`src/hdl/dss_pkg.sv`:
```
`timescale 1ns / 1ps

package dss_pkg;

  localparam int CYL_W     = 16;
  localparam int SEEK_W    = 23;
  localparam int SIZE_W    = 17;
  localparam int MODE_W    = 2;
  localparam int CFG_IDX_W = 2;
  localparam int TURN_W    = 17;

  // register indexes
  localparam logic [CFG_IDX_W-1:0] CFG_MODE       = 2'd0;
  localparam logic [CFG_IDX_W-1:0] CFG_START_HEAD = 2'd1;
  localparam logic [CFG_IDX_W-1:0] CFG_DISK_SIZE  = 2'd2;

  // service orders
  localparam logic [MODE_W-1:0] MODE_FCFS  = 2'd0;
  localparam logic [MODE_W-1:0] MODE_SCAN  = 2'd1;
  localparam logic [MODE_W-1:0] MODE_CSCAN = 2'd2;

  localparam logic [SIZE_W-1:0] DISK_SIZE_RESET = 17'h10000;

  typedef struct packed {
    logic [CYL_W-1:0] request_cylinder;
    logic             last_request;
  } in_item_t;

  typedef struct packed {
    logic [CYL_W-1:0]  served_cylinder;
    logic [SEEK_W-1:0] seek_total;
    logic              last_result;
    logic              overflow;
  } out_item_t;

  // sorted lane operations
  typedef enum logic [1:0] {
    SV_HOLD,
    SV_INSERT,
    SV_SHIFT
  } sv_op_t;

  // arrival / lower-group lane operations
  typedef enum logic [1:0] {
    AV_HOLD,
    AV_APPEND,
    AV_PUSH,
    AV_SHIFT
  } av_op_t;

  typedef struct packed {
    sv_op_t           sv_op;
    av_op_t           av_op;
    logic [CYL_W-1:0] data;
  } cell_cmd_t;

  typedef enum logic [1:0] {
    ST_COLLECT,
    ST_SKIP,
    ST_UP,
    ST_POP
  } state_t;

endpackage

```
`src/hdl/dss_cell.sv`:
```
`timescale 1ns / 1ps

module dss_cell #(
  parameter int IDX   = 0,
  parameter int CNT_W = 7
) (
  input  logic                        clk,
  input  dss_pkg::cell_cmd_t          cmd,
  input  logic [CNT_W-1:0]            sel,
  input  logic                        left_gt,
  input  logic [dss_pkg::CYL_W-1:0]   left_sv,
  input  logic [dss_pkg::CYL_W-1:0]   left_av,
  input  logic [dss_pkg::CYL_W-1:0]   right_sv,
  input  logic [dss_pkg::CYL_W-1:0]   right_av,
  output logic [dss_pkg::CYL_W-1:0]   sv,
  output logic [dss_pkg::CYL_W-1:0]   av,
  output logic                        gt
);

  logic [dss_pkg::CYL_W-1:0] sv_r, sv_nxt;
  logic [dss_pkg::CYL_W-1:0] av_r, av_nxt;
  logic                      empty;

  // cells at or beyond the fill count hold nothing and sort as infinity
  assign empty = (CNT_W'(IDX) >= sel);
  assign gt    = empty || (sv_r > cmd.data);

  always_comb begin
    case (cmd.sv_op)
      dss_pkg::SV_INSERT: sv_nxt = gt ? (left_gt ? left_sv : cmd.data) : sv_r;
      dss_pkg::SV_SHIFT:  sv_nxt = right_sv;
      default:            sv_nxt = sv_r;
    endcase
  end

  always_comb begin
    case (cmd.av_op)
      dss_pkg::AV_APPEND: av_nxt = (sel == CNT_W'(IDX)) ? cmd.data : av_r;
      dss_pkg::AV_PUSH:   av_nxt = left_av;
      dss_pkg::AV_SHIFT:  av_nxt = right_av;
      default:            av_nxt = av_r;
    endcase
  end

  always_ff @(posedge clk) begin
    sv_r <= sv_nxt;
    av_r <= av_nxt;
  end

  assign sv = sv_r;
  assign av = av_r;

endmodule

```
`config.mk`:
```
export PLATFORM = sky130hd
export DESIGN_NAME = dss_cell
export DESIGN_NICKNAME = d
export VERILOG_FILES = /design/src/hdl/dss_pkg.sv /design/src/hdl/dss_cell.sv
export SDC_FILE = /design/constraint.sdc
export NUM_CORES = 1
export LEC_CHECK = 0
export BUFFER_PORTS_ARGS = -buffer_cell sky130_fd_sc_hd__clkbuf_2
export CAP_MARGIN = 20
export CORE_ASPECT_RATIO = 1.5
export CORE_MARGIN = 1.5
export CORE_UTILIZATION = 40
export CTS_CLUSTER_SIZE = 14
export DETAILED_ROUTE_END_ITERATION = 8
export GPL_TIMING_DRIVEN = 0
export HOLD_SLACK_MARGIN = 0.05
export MAX_ROUTING_LAYER = met4
export PLACE_DENSITY = 0.84
export SETUP_SLACK_MARGIN = 0.2
export SLEW_MARGIN = 20
export SYNTH_ARGS = -nofsm -noshare
export SYNTH_HDL_FRONTEND = slang
export SYNTH_SLANG_ARGS = --single-unit
```
`constraint.sdc`:
```
create_clock -name clk -period 3.1 [get_ports clk]
set_clock_uncertainty 0.1 [all_clocks]
set_input_delay 0.155 -clock clk [delete_from_list [all_inputs] [get_ports clk]]
set_output_delay 0.155 -clock clk [all_outputs]
set_load 0.02 [all_outputs]
```
Word-level counts from Yosys, hierarchy flattened:

Index checks and enable logic that the tools add are counted.

* flip-flop bits (word level): 32
* bits in latches: 0
* memory bits (writable): 0
* bits in read-only memories: 0
* memories kept: 0

* add/sub/neg operators: 0
* multiply operators: 0
* divide/modulo/power cells: 0
* $lt $le $gt $ge: 2
* equality and inequality tests: 7
* shift operators: 0
* mux-type cells: 5
* bitwise logic cells: 0
* reductions and logical operators: 6

Operator list (number)
* two-way mux 16 bit: 3
* one-hot mux 16 bit (3 select lines): 1
* one-hot mux 16 bit (2 select lines): 1
* > comparator 16 bit: 1
* >= comparator 1 x 7 -> 1 bit (first input constant): 1
* logical NOT 7 bit: 1
* equality test 2 bit (second input constant): 3
* equality test 2 x 1 -> 1 bit (second input constant): 2
* inequality test 2 bit (second input constant): 2
* AND reduction 2 bit: 2
* nonzero test 3 bit: 1
* nonzero test 2 bit: 1
* logical OR 1 bit: 1

Logic depth before layout (Yosys ltp):

Gate-level depths: netlist (run 1).

* depth after elaboration: 4
* depth in mapped cells: 7
* gate-level depth less buffers: 7

Worst setup path after synthesis (run 1):

Ideal clock, no wire load.

* kind: flip-flop to flip-flop
* from: reg sv_r, in the netlist sv[15]
* to: reg sv_r, in the netlist sv[0] (enable)
* arrival time: 1887 ps
* required time: 2635 ps
* slack: 748 ps
* stages on the path, launching flop included: 7
* buffers on the path: 0
* cell sequence: edfxtp_1 -> ha_1 -> nand4_1 -> nor3_1 -> a21boi_1 -> o31a_1 -> a21bo_1

* longest elaborated chain between the ends: 4

Ends and longest elaborated chain
* start: declaration: line dss_cell.sv:20 `logic [dss_pkg::CYL_W-1:0] sv_r, sv_nxt;`
* start signal: assignment: line dss_cell.sv:46 `sv_r <= sv_nxt;`
* > comparator 16 bit: line dss_cell.sv:26 `assign gt = empty || (sv_r > cmd.data);`
* logical OR 1 bit: line dss_cell.sv:26
* inequality test 2 bit (no source line)
* AND reduction 2 bit (no source line)

No other way between the ends.
A chain may end at the register's enable or synchronous reset.

Worst setup path in the final report (run 1):

* from: reg sv_r, in the netlist sv[15]
* to: reg sv_r, in the netlist sv[11] (enable)

The elaborated chain is that of the path after synthesis.

==> results of run 1 <==
==> final timing paths <==
path | start | end | slack (ps)
worst min register to register | sv[2]$_DFFE_PP_ | sv[0]$_DFFE_PP_ | 1400
worst max-delay path | sv[15]$_DFFE_PP_ | sv[11]$_DFFE_PP_ | 490
worst max register to register | sv[15]$_DFFE_PP_ | sv[11]$_DFFE_PP_ | 490
worst min-delay path | right_sv[9] | sv[9]$_DFFE_PP_ | 60
==> cell type report <==
| cell class | instances | share of cell area |
|---|---|---|
| Multi-Input combinational cell | 143 | 0.3529 |
| Timing Repair Buffer | 124 | 0.2190 |
| Tap cell | 68 | 0.02955 |
| Clock buffer | 7 | 0.02651 |
| Clock inverter | 1 | 0.001304 |
| Sequential cell | 32 | 0.3338 |
| Buffer | 11 | 0.01608 |
| Inverter | 16 | 0.02086 |
==> cells by family (layout without fill, tap and decap cells) <==
kind of cell	after synthesis	after routing	synth area share
AO/OA/AOI/OAI	48	48	0.1285
adder cells (fa/ha/maj)	16	16	0.09610
buffers and inverters	27	159	0.05105
flip-flops	32	32	0.4613
multiplexers	32	32	0.1538
AND/OR/NAND/NOR	47	47	0.1093
==> flip-flops by register name (all words and copies together) (netlist names) <==
register / count
sv: 16
av: 16
==> cells in the final DEF (no fill, tap or decap), types with 2 or more instances in the layout <==
master,Yosys,routed
clkbuf_2,0,122
mux2i_1,32,32
edfxtp_1,32,32
a21oi_1,23,23
nand2_1,19,19
inv_1,16,16
nor2_1,16,16
ha_1,16,16
o21ai_0,11,11
clkbuf_1,5,7
o21ai_1,5,5
clkbuf_8,0,5
buf_2,4,4
nand4_1,3,3
buf_1,2,2
a21o_1,2,2
nor2b_1,2,2
dlygate4sd3_1,0,2
==> report_power, final <==
part	leakage (nW)	switching (mW)	internal (mW)
logic	1.11	0.181	0.133
registers	0.311	0.0152	0.528
clock network	0.0399	0.134	0.156
==> worst max-delay path, delay by kind of cell (launching register included) <==
kind	cells	cell delay [ps]
flops	1	410
simple gates	2	500
compound gates	3	890
fa+ha+maj	1	340
==> per-stage QoR <==
step                utilization  power (mW)
finish                   0.5662       1.147
global route             0.5662       1.213
floorplan                     -      0.7304
detailed placement       0.5465      0.8661
global placement         0.5465      0.8554
CTS                      0.5662       1.157
==> routing by layer <==
layer  wire length (µm)  up-vias  share of wire
li1                   -      990              -
met1               2052      897           0.37
met2               3160       71           0.57
met3                244        6          0.044
met4                 70        0          0.013
met5                  0        -              0
==> impl_metrics.csv, run 1 <==
group,metric,value,unit
status,outcome,"complete, no violations",
power_and_ir_drop,cellPowerDensity,398.4,nW/µm²
placed_design,gp_congestion,0.8334,
synth,synth_top_area_frac,0.4613,
clocking,postCtsSetupRepairBufs,0,
synth,syn-mean-instance-area,10.31,µm²
placed_design,pre_cts_ws,510.6,ps
drt,drt_iter0_drc,38,
worst_setup_path,worstPathArrival,2430,ps
synth,yosysUniqueCellTypes,29,
synth,ys_ff_latch,32,
drt,ant_nets,0,
global_route,grt_util_met1,0.2179,
global_route,grtUsageMet3,0.03704,
worst_setup_path,cp-end-kind,"register",
timing,drv_slew,0,
worst_setup_path,cpPeakStageDelay,510,ps
clocking,cts_resized,0,
placed_design,post_dp_cell_area,2779,µm²
finish,n_antenna_cell,0,
die,io_pins,126,
worst_setup_path,startpoint_type,"register",
clocking,clk_path_buf_depth,2,
finish,nFillCells,484,
drt,wire_per_inst,13.75,µm
synth,synthCells,202,
die,die_h,91.39,µm
clocking,path_clk_slew,60,ps
worst_setup_path,critical_path_class,"reg -> reg",
drt,drc_errors,0,
worst_setup_path,cp_max_fo,16,
die,core_area,5085,µm²
global_route,grt_pass1_vias,1927,
placed_design,portBuffers,122,
die,start_util,0.4097,
clocking,cts_tree,"built",
synth,ys_seq_area_frac,0.4613,
die,num_rows,32,
worst_setup_path,crit_required,2910,ps
drt,drt_first_pass_iters,4,
hold_path,hp-class,"in -> reg",
clocking,cts_sinks,32,
clocking,clk-insertion-delay-late,270,ps
timing,fmax,382.8,MHz
global_route,grt_max_degree,17,
placed_design,place_inst,392,
synth,synth_area,2083,µm²
die,dieArea,5659,µm²
timing,rsz0062_at_grt,"no",
drt,routed_wirelength,5529,µm
run,maxCapViolCount,0,
clocking,ctsHoldBuffers,2,
timing,setup_violations,0,
die,die_x,61.93,µm
global_route,antenna_found_initial,0,
timing,hold_violations,0,
finish,areaGrowthSynthToFinish,38.20,%
drt,dr_total_vias,1964,
global_route,globalRouteOverflowTotal,0,
clocking,clock-root-buffer,"clkbuf_8",
finish,regArea,960.9,µm²
hold_path,hold_depth,3,
synth,synth_top_cell_by_area,"edfxtp_1",
worst_setup_path,crit_chain,"ha_1 -> nand4_1 -> nor3_1 -> a21boi_1 -> o31a_1 -> a21bo_1",
synth,synth_common_cells,"edfxtp_1 (32), mux2i_1 (32), a21oi_1 (23)",
finish,fin_cells,402,
finish,multiInputGateArea,1016,µm²
timing,worst_slack,487.5,ps
clocking,cts_buffers,5,
global_route,top_usage_layer,"met2",
synth,yosys_warnings,0,
drt,via_per_inst,4.886,
timing,fin_setup_tns,0,ps
timing,post-route-period-util,0.8427,
finish,fin_nets,442,
global_route,grtUsageTotal,0.2124,
finish,drive_gt1_frac,0.3982,
global_route,grt_pass1_wl,8666,µm
clocking,htreeDepth,2,
global_route,use_met2,0.3912,
worst_setup_path,worstRegToRegCells,6,
synth,async_reset_ff_frac,0,
synth,ys_top_cells_by_area,"edfxtp_1 (46%), mux2i_1 (15%), ha_1 (9.6%)",
synth,syn_nets,311,
finish,design_area,2879,µm²
timing,holdWs,57.18,ps
placed_design,dp_hpwl,4768,µm
timing,relSlewSlack,0.6021,
synth,synth_edf_count,32,
timing,period_minus_slack,2613,ps
timing,tightest_slew,596.8,ps
worst_setup_path,cp_slowest_cell,"a21bo_1",
power_and_ir_drop,ir_drop,0.0002095,V
power_and_ir_drop,power_leakage,1.456,nW
synth,synth_ff_type,"edfxtp_1",
No activity file was read; power rests on OpenSTA's default activity.
==> run 2, diff against run 1 <==
Clock period 3.1 ns to 2.6 ns, I/O delays scaled along.
==> impl_metrics.csv, run 2 (synthesis results as in run 1) <==
group,metric,value,unit
status,outcome,"complete, no violations",
clocking,cts_sinks,32,
power_and_ir_drop,comb_power_share,0.291,
hold_path,whs_endpoint,"sv[11]$_DFFE_PP_",
finish,final_cell_mix,"clkbuf_2 (121), mux2i_1 (32), edfxtp_1 (32), a21oi_1 (22), nand2_1 (19)",
finish,areaGrowthSynthToFinish,47.03,%
worst_setup_path,worstPathArrival,2090,ps
clocking,cts_buffers,5,
drt,route.met3.wl,244,µm
worst_setup_path,reg2reg_from,"sv[10]$_DFFE_PP_",
timing,post-route-period-util,0.8938,
hold_path,hp-class,"in -> reg",
placed_design,gp_congestion,0.8334,
drt,wl_met2,3340,µm
power_and_ir_drop,internal_power,0.9971,mW
timing,tightest_slew,584.2,ps
worst_setup_path,crit_required,2370,ps
finish,n_antenna_cell,0,
worst_setup_path,critical_path_class,"reg -> out",
drt,drt_iter0_drc,51,
global_route,globalRouteOverflowTotal,0,
timing,setup_violations,0,
worst_setup_path,path_delay_family,"compound AO/OA/AOI/OAI gates",
drt,ant_nets,0,
clocking,htreeDepth,2,
clocking,path_clk_slew,60,ps
power_and_ir_drop,power_leakage,1.520,nW
global_route,antenna_found_initial,0,
worst_setup_path,cp_slowest_cell,"edfxtp_1",
worst_setup_path,cp-end-kind,"output pin",
power_and_ir_drop,cellPowerDensity,458.1,nW/µm²
finish,drive_gt1_frac,0.4097,
finish,nFillCells,452,
clocking,cts_tree,"built",
global_route,grtUsageTotal,0.2207,
finish,fin_nets,457,
placed_design,dp_hpwl,4768,µm
clocking,clk_path_buf_depth,2,
drt,drc_errors,0,
power_and_ir_drop,ir_drop,0.0002680,V
power_and_ir_drop,clockPowerShare,0.248,
power_and_ir_drop,seqPwrFrac,0.462,
global_route,grt_pass1_wl,9004,µm
drt,drt-met1-wl,2162,µm
worst_setup_path,r2r-end,"sv[7]$_DFFE_PP_",
hold_path,hold_path.startpoint,"right_sv[11]",
timing,rsz0062_at_grt,"no",
worst_setup_path,cpPeakStageDelay,380,ps
drt,via_per_inst,4.854,
timing,relSlewSlack,0.6105,
die,die_h,91.39,µm
drt,highest_layer,"met4",
power_and_ir_drop,p_switching,0.4059,mW
hold_path,hold_depth,3,
drt,wire_per_inst,14.05,µm
timing,hold_violations,0,
timing,drv_slew,0,
worst_setup_path,critPathBufInv,1,
global_route,grt_pass1_vias,2000,
die,die_x,61.93,µm
timing,period_minus_slack,2324,ps
finish,multiInputGateArea,1060,µm²
die,io_pins,126,
worst_setup_path,cp_max_fo,2,
global_route,grt_max_degree,17,
run,maxCapViolCount,0,
worst_setup_path,crit_chain,"ha_1 -> a21oi_1 -> o21a_1 -> o221ai_1 -> o31a_1 -> or2_1 -> buf_2",
power_and_ir_drop,p_sw_frac,0.2893,
timing,fmax,430.3,MHz
timing,fin_setup_tns,0,ps
drt,dr_total_vias,2024,
drt,drt_first_pass_iters,4,
finish,final_common_cell,"clkbuf_2",
worst_setup_path,startpoint_type,"register",
placed_design,portBuffers,122,
clocking,clock-root-buffer,"clkbuf_8",
worst_setup_path,worstRegToRegCells,6,
die,start_util,0.4097,
timing,holdWs,72.08,ps
die,num_rows,32,
worst_setup_path,rrSetupSlack,410,ps
clocking,clk-insertion-delay-late,280,ps
finish,regArea,960.9,µm²
die,core_area,5085,µm²
drt,routed_wirelength,5857,µm
die,dieArea,5659,µm²
-- run 2: cell types whose count changed in the layout (fill, tap and decap cells not counted), moves of 2 or more --
cell and change:
buf_4 +4, dlygate4sd3_1 +11, ha_1 -2, ha_4 +2
-- run 2: metrics by stage --
step             util  setup slack, ps  std cells  total power, mW  cell area, µm²
2_1_floorplan       -            248.1        202           0.8709            2083
3_3_place_gp   0.5465            36.03        392            1.020            2779
3_5_place_dp   0.5465            10.60        392            1.033            2779
4_1_cts        0.5901            223.9        413            1.395            3000
5_1_grt        0.6024            209.4        417            1.481            3063
6_report       0.6024            276.0        417            1.403            3063
-- run 2: how the worst max path moves through the flow --
stage | start | to | slack, ps | depth (start not counted)
CTS | sv[15]$_DFFE_PP_ | gt | 220 | 7
detailed placement | sv[15]$_DFFE_PP_ | sv[8]$_DFFE_PP_ | 10 | 6
finish | sv[9]$_DFFE_PP_ | gt | 280 | 7
global route | sv[9]$_DFFE_PP_ | gt | 210 | 7
floorplan | sv[15]$_DFFE_PP_ | sv[0]$_DFFE_PP_ | 250 | 6
global placement | sv[15]$_DFFE_PP_ | sv[9]$_DFFE_PP_ | 40 | 6
-- run 2: what timing repair did --
item                       4_1_cts  5_1_grt
cloned                           0        0
resized for setup                3        5
setup buffers                    0        4
pin swaps                        0        3
hold buffers                    13        0
hold endpoints to repair        13        0
setup endpoints to repair       17       17
-- run 2: per-layer routing --
| layer | GRT usage | up-vias |
|---|---|---|
| met5 | - | - |
| met4 | 0.05851 | 0 |
| met3 | 0.03704 | 9 |
| met2 | 0.4114 | 77 |
| met1 | 0.2233 | 919 |
| li1 | - | 1019 |
-- run 2: cell type report --
class	count	area share
well taps	68	0.02778
plain buffers	11	0.01511
clock buffers	7	0.02492
multi-input cells	143	0.3460
repair buffers	139	0.2516
clock inverters	1	0.001225
inverters	16	0.01961
flip-flops and latches	32	0.3137
-- run 2: power groups by stage --
stage,combinational [mW],clock (mW),sequential [mW]
floorplan,0.154,0,0.717
global placement,0.363,0,0.657
detailed placement,0.374,0,0.659
CTS,0.393,0.354,0.648
global route,0.449,0.378,0.653
finish,0.408,0.348,0.648
-- run 2: tightest hold or removal path, stage by stage --
cell and delay, ps:
clkbuf_2 90, nand2_1 50, o21ai_1 70
==> run 3, diff against run 2 <==
Clock period 2.6 ns to 2.65 ns, I/O delays scaled along.
==> impl_metrics.csv, run 3 (synthesis results as in run 1) <==
group,metric,value,unit
status,outcome,"complete, no violations",
global_route,grt_max_degree,17,
finish,final_cell_mix,"clkbuf_2 (122), mux2i_1 (32), edfxtp_1 (32), a21oi_1 (23), nand2_1 (19)",
clocking,cts_tree,"built",
clocking,path_clk_slew,60,ps
finish,fin_cells,413,
clocking,clk_path_buf_depth,2,
run,maxCapViolCount,0,
finish,areaGrowthSynthToFinish,44.80,%
placed_design,dp_hpwl,4768,µm
power_and_ir_drop,power,1.366,mW
die,die_x,61.93,µm
worst_setup_path,cpPeakStageDelay,410,ps
worst_setup_path,crit_required,2420,ps
clocking,postCtsSetupRepairBufs,0,
hold_path,hp-class,"in -> reg",
drt,route.met3.wl,251,µm
clocking,htreeDepth,2,
timing,hold_violations,0,
timing,period_minus_slack,2367,ps
timing,post-route-period-util,0.8931,
worst_setup_path,r2r-end,"sv[12]$_DFFE_PP_",
die,io_pins,126,
global_route,grt_pass1_vias,2000,
die,start_util,0.4097,
timing,worst_slack,283.2,ps
finish,n_antenna_cell,0,
worst_setup_path,rrSetupSlack,450,ps
timing,setup_violations,0,
placed_design,gp_congestion,0.8334,
worst_setup_path,path_delay_family,"compound AO/OA/AOI/OAI gates",
timing,holdWs,76.31,ps
timing,rsz0062_at_grt,"no",
clocking,cts_sinks,32,
worst_setup_path,reg2reg_from,"sv[11]$_DFFE_PP_",
hold_path,hold_depth,3,
drt,routed_wirelength,5799,µm
finish,design_area,3017,µm²
placed_design,post_dp_cell_area,2779,µm²
drt,drt_first_pass_iters,4,
drt,ant_nets,0,
worst_setup_path,cp-end-kind,"output pin",
timing,drv_slew,0,
finish,finish.utilization,0.5933,
worst_setup_path,cp_max_fo,3,
drt,highest_layer,"met4",
global_route,grt_pass1_wl,9004,µm
finish,fin_nets,453,
die,dieArea,5659,µm²
clocking,cts_buffers,5,
drt,via_per_inst,4.891,
timing,tightest_slew,587.8,ps
global_route,grtUsageTotal,0.2207,
drt,wire_per_inst,14.04,µm
placed_design,pre_cts_ws,60.60,ps
die,num_rows,32,
clocking,clock-root-buffer,"clkbuf_8",
timing,fmax,422.5,MHz
drt,dr_total_vias,2020,
timing,relSlewSlack,0.6081,
worst_setup_path,cp_slowest_cell,"edfxtp_1",
worst_setup_path,startpoint_type,"register",
worst_setup_path,crit_chain,"ha_1 -> a21oi_1 -> o21a_1 -> o221ai_1 -> o31a_1 -> or2_1 -> clkbuf_2",
finish,drive_gt1_frac,0.3971,
power_and_ir_drop,ir_drop,0.0002627,V
power_and_ir_drop,cellPowerDensity,452.7,nW/µm²
placed_design,place_inst,392,
clocking,clk-insertion-delay-late,280,ps
drt,drt-met1-wl,2084,µm
global_route,antenna_found_initial,0,
worst_setup_path,critPathBufInv,1,
finish,final_common_cell,"clkbuf_2",
hold_path,whs_endpoint,"sv[11]$_DFFE_PP_",
drt,drc_errors,0,
worst_setup_path,critical_path_class,"reg -> out",
drt,drt_iter0_drc,45,
die,die_h,91.39,µm
die,core_area,5085,µm²
finish,nFillCells,463,
hold_path,hold_path.startpoint,"right_sv[11]",
placed_design,portBuffers,122,
drt,wl_met2,3376,µm
worst_setup_path,worstPathArrival,2130,ps
global_route,globalRouteOverflowTotal,0,
power_and_ir_drop,power_leakage,1.500,nW
worst_setup_path,worstRegToRegCells,6,
timing,fin_setup_tns,0,ps
## run 3: cell count changes in the layout (fill, tap and decap cells not counted)
| cell | previous run | this run |
|---|---|---|
| buf_4 | 4 | 0 |
| a21oi_1 | 22 | 23 |
| a21oi_2 | 1 | 0 |
| buf_2 | 5 | 4 |
| clkbuf_2 | 121 | 122 |
| ha_1 | 14 | 15 |
| ha_4 | 2 | 1 |
## run 3: worst min-delay path: cells and delay by family
kind,cells,cell delay (ps)
buffers and inverters,1,90
AOI/OAI and AO/OA,1,70
and+or+nand+nor,1,40
## run 3: worst max path at each step
stage / startpoint / endpoint / slack (ps) / cells after the start
floorplan: sv[15]$_DFFE_PP_ / sv[0]$_DFFE_PP_ / 300 / 6
global placement: sv[15]$_DFFE_PP_ / sv[9]$_DFFE_PP_ / 90 / 6
detailed placement: sv[15]$_DFFE_PP_ / sv[8]$_DFFE_PP_ / 60 / 6
CTS: sv[15]$_DFFE_PP_ / gt / 210 / 7
global route: sv[11]$_DFFE_PP_ / gt / 200 / 7
finish: sv[11]$_DFFE_PP_ / gt / 280 / 7
## run 3: metal layers
metal  vias up  GRT usage
met4         0    0.05851
li1       1013          -
met1       925     0.2233
met5         -          -
met2        75     0.4114
met3         7    0.03704
## run 3: area by class of cell
class / count / area (µm²) / area share
Multi-Input combinational cell: 143 / 1044 / 0.3459
Tap cell: 68 / 85.08 / 0.02820
Clock inverter: 1 / 3.754 / 0.001244
Buffer: 11 / 46.29 / 0.01535
Sequential cell: 32 / 960.9 / 0.3185
Clock buffer: 7 / 76.32 / 0.02530
Timing Repair Buffer: 135 / 740.7 / 0.2455
Inverter: 16 / 60.06 / 0.01991
## run 3: timing repair
action | CTS | global route
gates resized for setup | 2 | 3
endpoints found under the setup margin | 16 | 17
hold endpoints to repair | 13 | 0
hold buffers | 13 | 0
pin swaps | 0 | 2
## run 3: where the power goes
group / switching [mW] / internal (mW)
logic: 0.217 / 0.170
registers: 0.0182 / 0.617
clock network: 0.160 / 0.182
